===== src/rtl/core/sha1bsh_pkg.sv =====
// ----------------------------------------------------------------------------
// sha1bsh_pkg
// Shared types, constants and the microcode table of the SHA-1 byte hasher.
// ----------------------------------------------------------------------------
package sha1bsh_pkg;

   // datapath operations, one per control word
   localparam logic [3:0] OP_NONE   = 4'd0;
   localparam logic [3:0] OP_PUTB   = 4'd1;
   localparam logic [3:0] OP_PAD    = 4'd2;
   localparam logic [3:0] OP_LOAD   = 4'd3;
   localparam logic [3:0] OP_ROUND  = 4'd4;
   localparam logic [3:0] OP_ADD    = 4'd5;
   localparam logic [3:0] OP_ADDCLR = 4'd6;
   localparam logic [3:0] OP_LENGTH = 4'd7;
   localparam logic [3:0] OP_EMIT   = 4'd8;

   // branch conditions
   localparam logic [2:0] C_ALWAYS   = 3'd0;
   localparam logic [2:0] C_DISPATCH = 3'd1;
   localparam logic [2:0] C_FULL     = 3'd2;
   localparam logic [2:0] C_SPILL    = 3'd3;
   localparam logic [2:0] C_ROUNDS   = 3'd4;
   localparam logic [2:0] C_OUTFREE  = 3'd5;

   // program steps
   localparam logic [3:0] S_IDLE    = 4'd0;
   localparam logic [3:0] S_PUTB    = 4'd1;
   localparam logic [3:0] S_B_LOAD  = 4'd2;
   localparam logic [3:0] S_B_ROUND = 4'd3;
   localparam logic [3:0] S_B_ADD   = 4'd4;
   localparam logic [3:0] S_PAD     = 4'd5;
   localparam logic [3:0] S_X_LOAD  = 4'd6;
   localparam logic [3:0] S_X_ROUND = 4'd7;
   localparam logic [3:0] S_X_ADD   = 4'd8;
   localparam logic [3:0] S_LENGTH  = 4'd9;
   localparam logic [3:0] S_F_LOAD  = 4'd10;
   localparam logic [3:0] S_F_ROUND = 4'd11;
   localparam logic [3:0] S_F_ADD   = 4'd12;
   localparam logic [3:0] S_EMIT    = 4'd13;

   localparam logic [6:0] ROUND_LAST = 7'd79;
   localparam logic [5:0] PAD_LIMIT  = 6'd56;

   localparam logic [0:4][31:0] CHAIN_INIT = '{
      32'h67452301, 32'hefcdab89, 32'h98badcfe, 32'h10325476, 32'hc3d2e1f0
   };

   localparam logic [31:0] K0 = 32'h5a827999;
   localparam logic [31:0] K1 = 32'h6ed9eba1;
   localparam logic [31:0] K2 = 32'h8f1bbcdc;
   localparam logic [31:0] K3 = 32'hca62c1d6;

   localparam logic [7:0] PAD_BYTE = 8'h80;

   typedef struct packed {
      logic       take;
      logic [3:0] op;
      logic [2:0] cond;
      logic [3:0] tgt_t;
      logic [3:0] tgt_f;
   } ucode_type;

   typedef struct packed {
      logic       take;
      logic [3:0] op;
   } ctl_type;

   typedef struct packed {
      logic blk_full;
      logic pad_spill;
      logic round_last;
      logic out_free;
   } status_type;

   function automatic ucode_type ucode_rom(input logic [3:0] addr);
      ucode_type w;
      case (addr)
         S_IDLE:    w = '{1'b1, OP_NONE,   C_DISPATCH, S_PUTB,    S_PAD};
         S_PUTB:    w = '{1'b0, OP_PUTB,   C_FULL,     S_B_LOAD,  S_IDLE};
         S_B_LOAD:  w = '{1'b0, OP_LOAD,   C_ALWAYS,   S_B_ROUND, S_B_ROUND};
         S_B_ROUND: w = '{1'b0, OP_ROUND,  C_ROUNDS,   S_B_ADD,   S_B_ADD};
         S_B_ADD:   w = '{1'b0, OP_ADDCLR, C_ALWAYS,   S_IDLE,    S_IDLE};
         S_PAD:     w = '{1'b0, OP_PAD,    C_SPILL,    S_X_LOAD,  S_LENGTH};
         S_X_LOAD:  w = '{1'b0, OP_LOAD,   C_ALWAYS,   S_X_ROUND, S_X_ROUND};
         S_X_ROUND: w = '{1'b0, OP_ROUND,  C_ROUNDS,   S_X_ADD,   S_X_ADD};
         S_X_ADD:   w = '{1'b0, OP_ADDCLR, C_ALWAYS,   S_LENGTH,  S_LENGTH};
         S_LENGTH:  w = '{1'b0, OP_LENGTH, C_ALWAYS,   S_F_LOAD,  S_F_LOAD};
         S_F_LOAD:  w = '{1'b0, OP_LOAD,   C_ALWAYS,   S_F_ROUND, S_F_ROUND};
         S_F_ROUND: w = '{1'b0, OP_ROUND,  C_ROUNDS,   S_F_ADD,   S_F_ADD};
         S_F_ADD:   w = '{1'b0, OP_ADD,    C_ALWAYS,   S_EMIT,    S_EMIT};
         S_EMIT:    w = '{1'b0, OP_EMIT,   C_OUTFREE,  S_IDLE,    S_IDLE};
         default:   w = '{1'b0, OP_NONE,   C_ALWAYS,   S_IDLE,    S_IDLE};
      endcase
      return w;
   endfunction

endpackage


===== src/rtl/core/sha1_byte_stream_hasher.sv =====
// ----------------------------------------------------------------------------
// sha1_byte_stream_hasher
// SHA-1 over a byte stream, one byte per input transfer. A message byte is
// taken in the idle step and packed in the put step; the byte that completes
// a 64-byte block then gets a compression, one round per cycle in the single
// shared round unit plus a load and a chaining add step. A finish transfer
// (tuser high) pads, writes the bit length and runs the last compression,
// after an extra one when the padding spills into a second block, and loads
// the digest into the result register once the previous one is taken. A new
// transfer is taken while a digest still waits at the output. After a digest
// the hasher is back in its initial state; reset starts a fresh message.
// ----------------------------------------------------------------------------
module sha1_byte_stream_hasher (
   input  logic         clock,
   input  logic         reset,
   input  logic         req_tvalid,
   output logic         req_tready,
   input  logic [7:0]   req_tdata,   // byte_value
   input  logic         req_tuser,   // kind
   output logic         rsp_tvalid,
   input  logic         rsp_tready,
   output logic [159:0] rsp_tdata    // hash_word0 .. hash_word4
);
   import sha1bsh_pkg::*;

   ctl_type    ctl;
   status_type status;

   assign req_tready = ctl.take;

   sha1bsh_seq u_seq (
      .clock      (clock),
      .reset      (reset),
      .req_tvalid (req_tvalid),
      .req_tuser  (req_tuser),
      .status     (status),
      .ctl        (ctl)
   );

   sha1bsh_dp u_dp (
      .clock      (clock),
      .reset      (reset),
      .ctl        (ctl),
      .status     (status),
      .req_tvalid (req_tvalid),
      .req_tdata  (req_tdata),
      .rsp_tvalid (rsp_tvalid),
      .rsp_tready (rsp_tready),
      .rsp_tdata  (rsp_tdata)
   );

   // a byte transfer is packed in the next cycle
   a_byte_put: assert property (@(posedge clock) disable iff (reset)
      req_tvalid && req_tready && !req_tuser |=> ctl.op == OP_PUTB)
      else $error("byte transfer not followed by put");

   // a finish transfer starts the padding in the next cycle
   a_pad_start: assert property (@(posedge clock) disable iff (reset)
      req_tvalid && req_tready && req_tuser |=> ctl.op == OP_PAD)
      else $error("finish transfer not followed by padding");

   // the last round is always followed by the chaining add
   a_round_end: assert property (@(posedge clock) disable iff (reset)
      ctl.op == OP_ROUND && status.round_last |=>
         ctl.op == OP_ADD || ctl.op == OP_ADDCLR)
      else $error("rounds not closed by chaining add");

   // a digest issued into a free result register shows up as valid
   a_emit_valid: assert property (@(posedge clock) disable iff (reset)
      ctl.op == OP_EMIT && status.out_free |=> rsp_tvalid)
      else $error("digest lost at result register");

endmodule


===== src/rtl/core/sha1bsh_seq.sv =====
// ----------------------------------------------------------------------------
// sha1bsh_seq
// Step counter and microcode table; issues one control word per cycle.
// ----------------------------------------------------------------------------
module sha1bsh_seq (
   input  logic                     clock,
   input  logic                     reset,
   input  logic                     req_tvalid,
   input  logic                     req_tuser,
   input  sha1bsh_pkg::status_type  status,
   output sha1bsh_pkg::ctl_type     ctl
);
   import sha1bsh_pkg::*;

   logic [3:0] step_ff, step_in;
   ucode_type  uw;

   assign uw       = ucode_rom(step_ff);
   assign ctl.take = uw.take;
   assign ctl.op   = uw.op;

   always_comb begin
      case (uw.cond)
         C_ALWAYS:   step_in = uw.tgt_t;
         // hold until a transfer, then branch on its kind
         C_DISPATCH: step_in = !req_tvalid ? step_ff : (req_tuser ? uw.tgt_f : uw.tgt_t);
         C_FULL:     step_in = status.blk_full ? uw.tgt_t : uw.tgt_f;
         C_SPILL:    step_in = status.pad_spill ? uw.tgt_t : uw.tgt_f;
         C_ROUNDS:   step_in = status.round_last ? uw.tgt_t : step_ff;
         C_OUTFREE:  step_in = status.out_free ? uw.tgt_t : step_ff;
         default:    step_in = S_IDLE;
      endcase
   end

   always_ff @(posedge clock) begin
      if (reset) begin
         step_ff <= S_IDLE;
      end else begin
         step_ff <= step_in;
      end
   end

endmodule


===== src/rtl/core/sha1bsh_dp.sv =====
// ----------------------------------------------------------------------------
// sha1bsh_dp
// Block buffer, schedule window, round logic, chaining words and result
// register, all driven by the sequencer's control word.
// ----------------------------------------------------------------------------
module sha1bsh_dp (
   input  logic                     clock,
   input  logic                     reset,
   input  sha1bsh_pkg::ctl_type     ctl,
   output sha1bsh_pkg::status_type  status,
   input  logic                     req_tvalid,
   input  logic [7:0]               req_tdata,
   output logic                     rsp_tvalid,
   input  logic                     rsp_tready,
   output logic [159:0]             rsp_tdata
);
   import sha1bsh_pkg::*;

   logic [31:0]  chain_ff [5];
   logic [31:0]  chain_in [5];
   logic [31:0]  blk_ff [16];
   logic [31:0]  blk_in [16];
   logic [31:0]  win_ff [16];
   logic [31:0]  win_in [16];
   logic [60:0]  count_ff, count_in;
   logic [6:0]   rnd_ff, rnd_in;
   logic [31:0]  a_ff, b_ff, c_ff, d_ff, e_ff;
   logic [31:0]  a_in, b_in, c_in, d_in, e_in;
   logic [7:0]   byte_ff, byte_in;
   logic         rsp_valid_ff, rsp_valid_in;
   logic [159:0] rsp_data_ff, rsp_data_in;

   logic [5:0]   pos;
   logic [4:0]   lane_lo;
   logic [63:0]  bit_len;
   logic [31:0]  mix, sched, wt, f, k, tmp;
   logic         out_free;

   assign pos      = count_ff[5:0];
   assign lane_lo  = {~pos[1:0], 3'b000};
   assign bit_len  = {count_ff, 3'b000};
   assign out_free = !rsp_valid_ff || rsp_tready;

   assign status.blk_full   = &pos;
   assign status.pad_spill  = pos >= PAD_LIMIT;
   assign status.round_last = rnd_ff == ROUND_LAST;
   assign status.out_free   = out_free;

   assign rsp_tvalid = rsp_valid_ff;
   assign rsp_tdata  = rsp_data_ff;

   // window is a shift line: entry 15 is the newest word
   assign mix   = win_ff[13] ^ win_ff[8] ^ win_ff[2] ^ win_ff[0];
   assign sched = {mix[30:0], mix[31]};
   assign wt    = (rnd_ff < 7'd16) ? blk_ff[rnd_ff[3:0]] : sched;

   always_comb begin
      if (rnd_ff < 7'd20) begin
         f = (b_ff & c_ff) | (~b_ff & d_ff);
         k = K0;
      end else if (rnd_ff < 7'd40) begin
         f = b_ff ^ c_ff ^ d_ff;
         k = K1;
      end else if (rnd_ff < 7'd60) begin
         f = (b_ff & c_ff) | (b_ff & d_ff) | (c_ff & d_ff);
         k = K2;
      end else begin
         f = b_ff ^ c_ff ^ d_ff;
         k = K3;
      end
   end

   assign tmp = {a_ff[26:0], a_ff[31:27]} + f + e_ff + wt + k;

   always_comb begin
      chain_in     = chain_ff;
      blk_in       = blk_ff;
      win_in       = win_ff;
      count_in     = count_ff;
      rnd_in       = rnd_ff;
      a_in         = a_ff;
      b_in         = b_ff;
      c_in         = c_ff;
      d_in         = d_ff;
      e_in         = e_ff;
      rsp_data_in  = rsp_data_ff;
      rsp_valid_in = rsp_valid_ff && !rsp_tready;
      byte_in      = (ctl.take && req_tvalid) ? req_tdata : byte_ff;

      case (ctl.op)
         OP_PUTB: begin
            blk_in[pos[5:2]][lane_lo +: 8] = byte_ff;
            count_in = count_ff + 61'd1;
         end
         OP_PAD: begin
            blk_in[pos[5:2]][lane_lo +: 8] = PAD_BYTE;
         end
         OP_LOAD: begin
            a_in   = chain_ff[0];
            b_in   = chain_ff[1];
            c_in   = chain_ff[2];
            d_in   = chain_ff[3];
            e_in   = chain_ff[4];
            rnd_in = '0;
         end
         OP_ROUND: begin
            for (int i = 0; i < 15; i++) begin
               win_in[i] = win_ff[i+1];
            end
            win_in[15] = wt;
            a_in   = tmp;
            b_in   = a_ff;
            c_in   = {b_ff[1:0], b_ff[31:2]};
            d_in   = c_ff;
            e_in   = d_ff;
            rnd_in = rnd_ff + 7'd1;
         end
         OP_ADD, OP_ADDCLR: begin
            chain_in[0] = chain_ff[0] + a_ff;
            chain_in[1] = chain_ff[1] + b_ff;
            chain_in[2] = chain_ff[2] + c_ff;
            chain_in[3] = chain_ff[3] + d_ff;
            chain_in[4] = chain_ff[4] + e_ff;
            if (ctl.op == OP_ADDCLR) begin
               for (int i = 0; i < 16; i++) begin
                  blk_in[i] = '0;
               end
            end
         end
         OP_LENGTH: begin
            blk_in[14] = bit_len[63:32];
            blk_in[15] = bit_len[31:0];
         end
         OP_EMIT: begin
            if (out_free) begin
               rsp_data_in  = {chain_ff[4], chain_ff[3], chain_ff[2],
                               chain_ff[1], chain_ff[0]};
               rsp_valid_in = 1'b1;
               for (int i = 0; i < 5; i++) begin
                  chain_in[i] = CHAIN_INIT[i];
               end
               for (int i = 0; i < 16; i++) begin
                  blk_in[i] = '0;
               end
               count_in = '0;
            end
         end
         default: begin
         end
      endcase
   end

   always_ff @(posedge clock) begin
      if (reset) begin
         for (int i = 0; i < 5; i++) begin
            chain_ff[i] <= CHAIN_INIT[i];
         end
         for (int i = 0; i < 16; i++) begin
            blk_ff[i] <= '0;
         end
         count_ff     <= '0;
         rnd_ff       <= '0;
         rsp_valid_ff <= 1'b0;
      end else begin
         chain_ff     <= chain_in;
         blk_ff       <= blk_in;
         count_ff     <= count_in;
         rnd_ff       <= rnd_in;
         rsp_valid_ff <= rsp_valid_in;
      end
   end

   always_ff @(posedge clock) begin
      win_ff      <= win_in;
      a_ff        <= a_in;
      b_ff        <= b_in;
      c_ff        <= c_in;
      d_ff        <= d_in;
      e_ff        <= e_in;
      byte_ff     <= byte_in;
      rsp_data_ff <= rsp_data_in;
   end

endmodule

===== config.mk =====
export PLATFORM = sky130hd
export DESIGN_NAME = sha1_byte_stream_hasher
export DESIGN_NICKNAME = d
export VERILOG_FILES = /design/src/rtl/core/sha1bsh_pkg.sv /design/src/rtl/core/sha1_byte_stream_hasher.sv /design/src/rtl/core/sha1bsh_seq.sv /design/src/rtl/core/sha1bsh_dp.sv
export SDC_FILE = /design/constraint.sdc
export NUM_CORES = 2
export LEC_CHECK = 0
export BUFFER_PORTS_ARGS = -buffer_cell sky130_fd_sc_hd__buf_4
export CELL_PAD_IN_SITES_DETAIL_PLACEMENT = 1
export CELL_PAD_IN_SITES_GLOBAL_PLACEMENT = 2
export CORE_MARGIN = 4
export CORE_UTILIZATION = 39
export CTS_CLUSTER_SIZE = 28
export DETAILED_ROUTE_END_ITERATION = 12
export PLACE_DENSITY_LB_ADDON = 0.1
export SYNTH_ARGS = -nofsm -noshare
export SYNTH_HDL_FRONTEND = slang
export SYNTH_SLANG_ARGS = --single-unit

===== constraint.sdc =====
create_clock -name clock -period 15.6 [get_ports clock]
set_input_delay 0.78 -clock clock [delete_from_list [all_inputs] [get_ports clock]]
set_output_delay 0.78 -clock clock [all_outputs]
set_load 0.05 [all_outputs]

# --- After elaboration in Yosys (flattened, before gate mapping) ---
# Memories as Yosys holds them, arrays and structs flattened. A register that Yosys moved wholly into a read port is not among the register bits.
# Index checks and enable logic that the tools add are counted.
# W data, S select, Z words.
word_totals:
  register_bits: 1585
  latch_bits: 0
  ramBits: 0
  romBits: 256
  elab_cells: 166
  mem_count: 1
mem_list:
  columns: ["memory", "depth", "width", "read_ports", "rd_clocked_by_memory_dff", "write_ports", "line", "rtl"]
  rows:
  - ["(no name shown)", 16, 16, 1, 1, 0, "sha1bsh_pkg.sv:78", "case (addr)"]
op_classes:
  addsub: 12
  multipliers: 0
  div: 0
  n_lt_le_gt_ge: 8
  n_eq_ne: 19
  shift: 3
  muxes: 39
  bitwise_logic: 16
  n_reduce_logical: 20
ops:
  columns: ["op", "n"]
  rows:
  - ["$pmux W448 S4", 1]
  - ["$bwmux W512", 2]
  - ["$mux W512", 2]
  - ["$pmux W160 S2", 1]
  - ["$pmux W32 S2", 5]
  - ["$pmux W64 S5", 1]
  - ["$add A32 B32 Y32", 9]
  - ["$mux W32", 9]
  - ["$mux W160", 1]
  - ["$xor A32 B32 Y32", 5]
  - ["$and A32 B32 Y32", 4]
  - ["$bmux W32 S4", 1]
  - ["$demux W32 S4", 1]
  - ["$pmux W61 S2", 1]
  - ["$or A32 B32 Y32", 3]
  - ["$add A61 B1 Y61 const B", 1]
  - ["$mux W61", 1]
  - ["$mux W4", 8]
  - ["$not A32 Y32", 1]
  - ["$shift A8 B7 Y32 const A", 1]
  - ["$shiftx A8 B7 Y32", 1]
  - ["$shiftx A8 B7 Y32 const A", 1]
  - ["$mux W31", 1]
  - ["$pmux W4 S6", 1]
  - ["32 further kinds", 55]

# --- Longest topological paths before layout ---
depth:
  ltp_word: 11
  ltp_mapped: 30

# --- Cells and area by module ---
# From an unflattened synthesis, not the netlist that was laid out.
unflattened:
  hier_cells: 6629
  area_unflattened_um2: 73888.4
modules_own_cells:
  columns: ["module", "n_inst", "cells_each", "area_per_inst_um2", "seq_area_each_um2"]
  rows:
  - ["sha1bsh_dp", 1, 6505, 72655.9, 40058.4]
  - ["sha1bsh_seq", 1, 124, 1232.4, 400.4]

# --- Worst setup path before layout ---
# No wires, ideal clock.
synth_timing:
  path_type: "reg-to-reg"
  startpoint: "register, netlist name u_seq.uw[14]"
  endpoint: "register u_dp.win_ff[0] (netlist name), enable pin"
  setup_ns: 1.077
  arrival_time_ns: 15.276
  required_ns: 14.523
  slack_ns: -0.752
  path_stages_with_launch: 7
  n_path_buf: 3
  path_cell_list: "dfxtp_1 -> clkbuf_1 -> nand2b_1 -> or3_1 -> inv_1 -> clkbuf_1 -> clkbuf_1"
synth_via:
  elab_chain_len: 1
synth_lines:
  columns: ["element", "line", "rtl"]
  rows:
  - ["$eq A4 B3 Y1", "sha1bsh_dp.sv:90", "case (ctl.op)"]
  - ["end signal, assigned", "sha1bsh_dp.sv:174", "win_ff <= win_in;"]
  - ["end, declared", "sha1bsh_dp.sv:23", "logic [31:0] win_ff [16];"]
# Every way passes these cells.
# A chain may end at the register's enable or synchronous reset.

# --- Worst setup path in the final report ---
layout_timing:
  startpoint: "register u_dp.rnd_ff[3]"
  endpoint: "register u_dp.a_ff[30], data pin"
layout_via:
  elab_chain_len: 9
  word_cells_on_any_way: 20
  cone_classes: "4 x add/sub; 4 x order compare; 11 x mux; 1 x bitwise"
layout_lines:
  columns: ["element", "line", "rtl"]
  rows:
  - ["start, declared", "sha1bsh_dp.sv:26", "logic [6:0] rnd_ff, rnd_in;"]
  - ["start signal, assigned", "sha1bsh_dp.sv:168", "rnd_ff <= rnd_in;"]
  - ["$lt A7 B6 Y1", "sha1bsh_dp.sv:64", "end else if (rnd_ff < 7'd60) begin"]
  - ["$mux W32", "sha1bsh_dp.sv:64", null]
  - ["$mux W32", "sha1bsh_dp.sv:61", "end else if (rnd_ff < 7'd40) begin"]
  - ["$mux W32", "sha1bsh_dp.sv:58", "if (rnd_ff < 7'd20) begin"]
  - ["$add A32 B32 Y32 (3 in series)", "sha1bsh_dp.sv:73", "assign tmp = {a_ff[26:0], a_ff[31:27]} + f + e_ff + wt + k;"]
  - ["$add A32 B32 Y32 *", "sha1bsh_dp.sv:73", null]
  - ["$pmux W32 S2 *", "sha1bsh_dp.sv:90", null]
  - ["net u_dp.a_in[30]", "sha1bsh_dp.sv:28", "logic [31:0] a_in, b_in, c_in, d_in, e_in;"]
  - ["end signal, assigned", "sha1bsh_dp.sv:175", "a_ff <= a_in;"]
  - ["end, declared", "sha1bsh_dp.sv:27", "logic [31:0] a_ff, b_ff, c_ff, d_ff, e_ff;"]
# Mark *: on every way through the listed nets, which the timed path passes. The rest lies on a longest branch. The select of a mux whose other input is x is not followed.

==> results.md <==
* Post-synthesis sequential area ratio at 0.555
* Fill cells at 19700
* DRT antenna net count at 0
* Worst setup SP type: register
* Largest net degree at the start of global routing at 123
* Chip Width at 440 µm
* IO Port Bufs at 174
* Syn Nets at 6917
* Worst-Skew Late Latency at 0.85 ns
* R2r worst-path depth at 29
* CTS buffer count at 179
* Unrepaired setup endpoints after global routing: no
* Area growth from synthesis to layout at 13.8%
* CTS max path bufs at 3
* Syn Std Cell Area at 72900 µm²
* Crit Path Max Fanout at 39
* Row cnt at 158
* Relative slew margins at 0.153
* Drt wl/cell at 26.5 µm
* Initial Util at 0.393
* Period utilisation layout at 0.533
* Setup TNS at 0 ns
* Yosys top cell area share at 0.346
* Final #Nets at 7003
* Total core area at 186000 µm²
* Commonest cells after routing, fill and taps aside: nor2_1, edfxtp_1, dfxtp_1, nand2_1, a22oi_1
* Crit-path max cell delay at 0.72 ns
* Library cells used by synthesis at 75
* PD cells at 171 nW/µm²
* Final min period at 8.32 ns
* Hpwl dp at 175000 µm
* Detailed Routing Iterations Pass 1 at 5
* Gate Count Post-Synth at 6550
* Max frequency at 120 MHz
* Hold Path Origin: req_tdata[1]
* Top-Level Pins at 175
* CTS resizes at 0
* Die span in y at 440 µm
* Postcts setup bufs at 0
* Initial antenna violation count at 23
* Most common cell after layout, fill and taps aside: nor2_1
* Post-synth EDFFs at 840
* Async SR Flop Fraction at 0
* Final setup fails at 0
* Worst reg2reg path endpoint: u_dp.a_ff[30]$_DFFE_PP_
* Static Leakage at 30.1 nW
* Fin. Hold Viols at 0
* Ys flop type: edfxtp_1
* Starting DRC count in detailed routing at 4419
* First-pass GRT wire length at 364000 µm
* Yosys warnings at 0
* WP data arrival at 8.86 ns
* Full die area at 194000 µm²
* Clk sink count at 1601
* Clock transition at path regs at 0.07 ns
* # hold bufs at CTS at 0
* GRT Overall Usage at 0.250
* Number of global-route vias before repair at 53300
* Worst reg-to-reg setup slack at 7.28 ns
* Cell with the largest stage delay on the worst path: a2111oi_0
* Worst Tran Pin Value at 1.26 ns
* Synthesized area per cell at 11.1 µm²
* Total grt overflow at 0
* Routability Congestion at 0.889
* Buf+Inv Stages, Crit Path at 7
* Worst r2r src: u_dp.rnd_ff[3]$_SDFFE_PP0P_
* CTS tree: yes
* Final Routed Wirelength at 246000 µm
* CP required at 16.14 ns
* Share of cells above drive strength 1 at 0.112
* DRC violations left at 0
* Cell taking the most area after synthesis: edfxtp_1
* Hold Path Sink: u_dp.byte_ff[1]$_DFFE_PP_
* Synth top area cells: edfxtp_1, dfxtp_1, mux4_2
* Clk_skew at 0.0375 ns
* Worst Hold Class: primary input to register
* Clk root buf: clkbuf_16
* Critical path class: register to register
* Via/cell ratio at 5.67
* Vias at 52600
* Max IR drop VDD at 0.0863 mV
* Run status: complete, no violations
* Cell family with the largest share of critical-path delay: compound AO/OA/AOI/OAI gates
* Number of max-cap violations at 0
* Yosys reg bits at 1601
* Hold Slack at 0.143 ns
* CP Capture Type: register
* Hold Crit Depth at 1
* CP most frequent cell: nor2_1
* Max-slew violations at 0
* H-Tree Depth at 4
-- synthesized netlist by cell type (34+ instances only) --
library cell and number:
nor2_1 858, edfxtp_1 840, dfxtp_1 761, nand2_1 688
a22oi_1 479, a21oi_1 345, clkbuf_1 320, o21ai_0 301
ha_1 230, inv_1 220, xnor2_1 193, mux4_2 160
fa_1 124, xor2_1 104, nor3_1 93, a21o_1 87
and2_1 67, nor2b_1 61, o22ai_1 49, o21ai_1 46
nand3_1 43, and3_1 38, nand2b_1 36, o21a_1 34
-- final cells by class --
cell class	count	area, µm²	area share
Timing Repair Buffer	259	1960	0.0237
Antenna cell	9	22.5	0.000271
Tap cell	2480	3100	0.0374
Sequential cell	1601	40500	0.487
Clock inverter	99	1170	0.0141
Clock buffer	236	5010	0.0603
Inverter	222	846	0.0102
Multi-Input combinational cell	4373	30400	0.367
-- through the flow --
stage               area [µm²]   util  worst slack (ns)  power [mW]  instances
global placement         76800  0.414              7.58        9.77       8935
floorplan                72900      -              7.16        8.31       6550
detailed placement       76800  0.414              7.37        9.81       8935
global route             83000  0.447              6.63        15.0       9272
CTS                      83000  0.447              7.33        14.3       9270
finish                   83000  0.447              7.28        14.2       9279
-- logic make-up (layout without fill, tap and decap cells) --
logic type / count (synthesis) / after routing / share of synthesized area
and+or+nand+nor: 1982 / 1982 / 0.115
DFF: 1601 / 1601 / 0.555
AOI/OAI and AO/OA: 1570 / 1570 / 0.140
buffers and inverters: 576 / 816 / 0.0297
adders and majority gates: 354 / 354 / 0.0735
xor gates and xnor gates: 297 / 297 / 0.0357
muxes: 170 / 170 / 0.0508
other: 0 / 9 / 0
-- where the power goes --
part	switching, mW	internal (mW)
sequential	0.446	4.98
combinational	2.85	1.52
clock	1.84	2.57
total	5.13	9.07
-- metal layers --
layer,track usage,vias up,wire (µm)
li1,-,23900,-
met1,0.367,27200,117000
met2,0.391,1212,111000
met3,0.0358,299,12000
met4,0.0604,4,5380
met5,0,-,27
-- worst max path at each step --
stage | from | end | depth (start not counted)
6_report | u_dp.rnd_ff[3]$_SDFFE_PP0P_ | u_dp.a_ff[30]$_DFFE_PP_ | 29
5_1_grt | u_dp.rnd_ff[3]$_SDFFE_PP0P_ | u_dp.a_ff[30]$_DFFE_PP_ | 29
4_1_cts | u_dp.rnd_ff[3]$_SDFFE_PP0P_ | u_dp.a_ff[30]$_DFFE_PP_ | 29
3_5_place_dp | u_dp.rnd_ff[3]$_SDFFE_PP0P_ | u_dp.a_ff[30]$_DFFE_PP_ | 29
3_3_place_gp | u_dp.rnd_ff[3]$_SDFFE_PP0P_ | u_dp.a_ff[30]$_DFFE_PP_ | 29
2_1_floorplan | u_seq.uw[14]$_SDFF_PN0_ | u_dp.win_ff[0]$_DFFE_PP_ | 6
No activity file was read; power rests on OpenSTA's default activity.
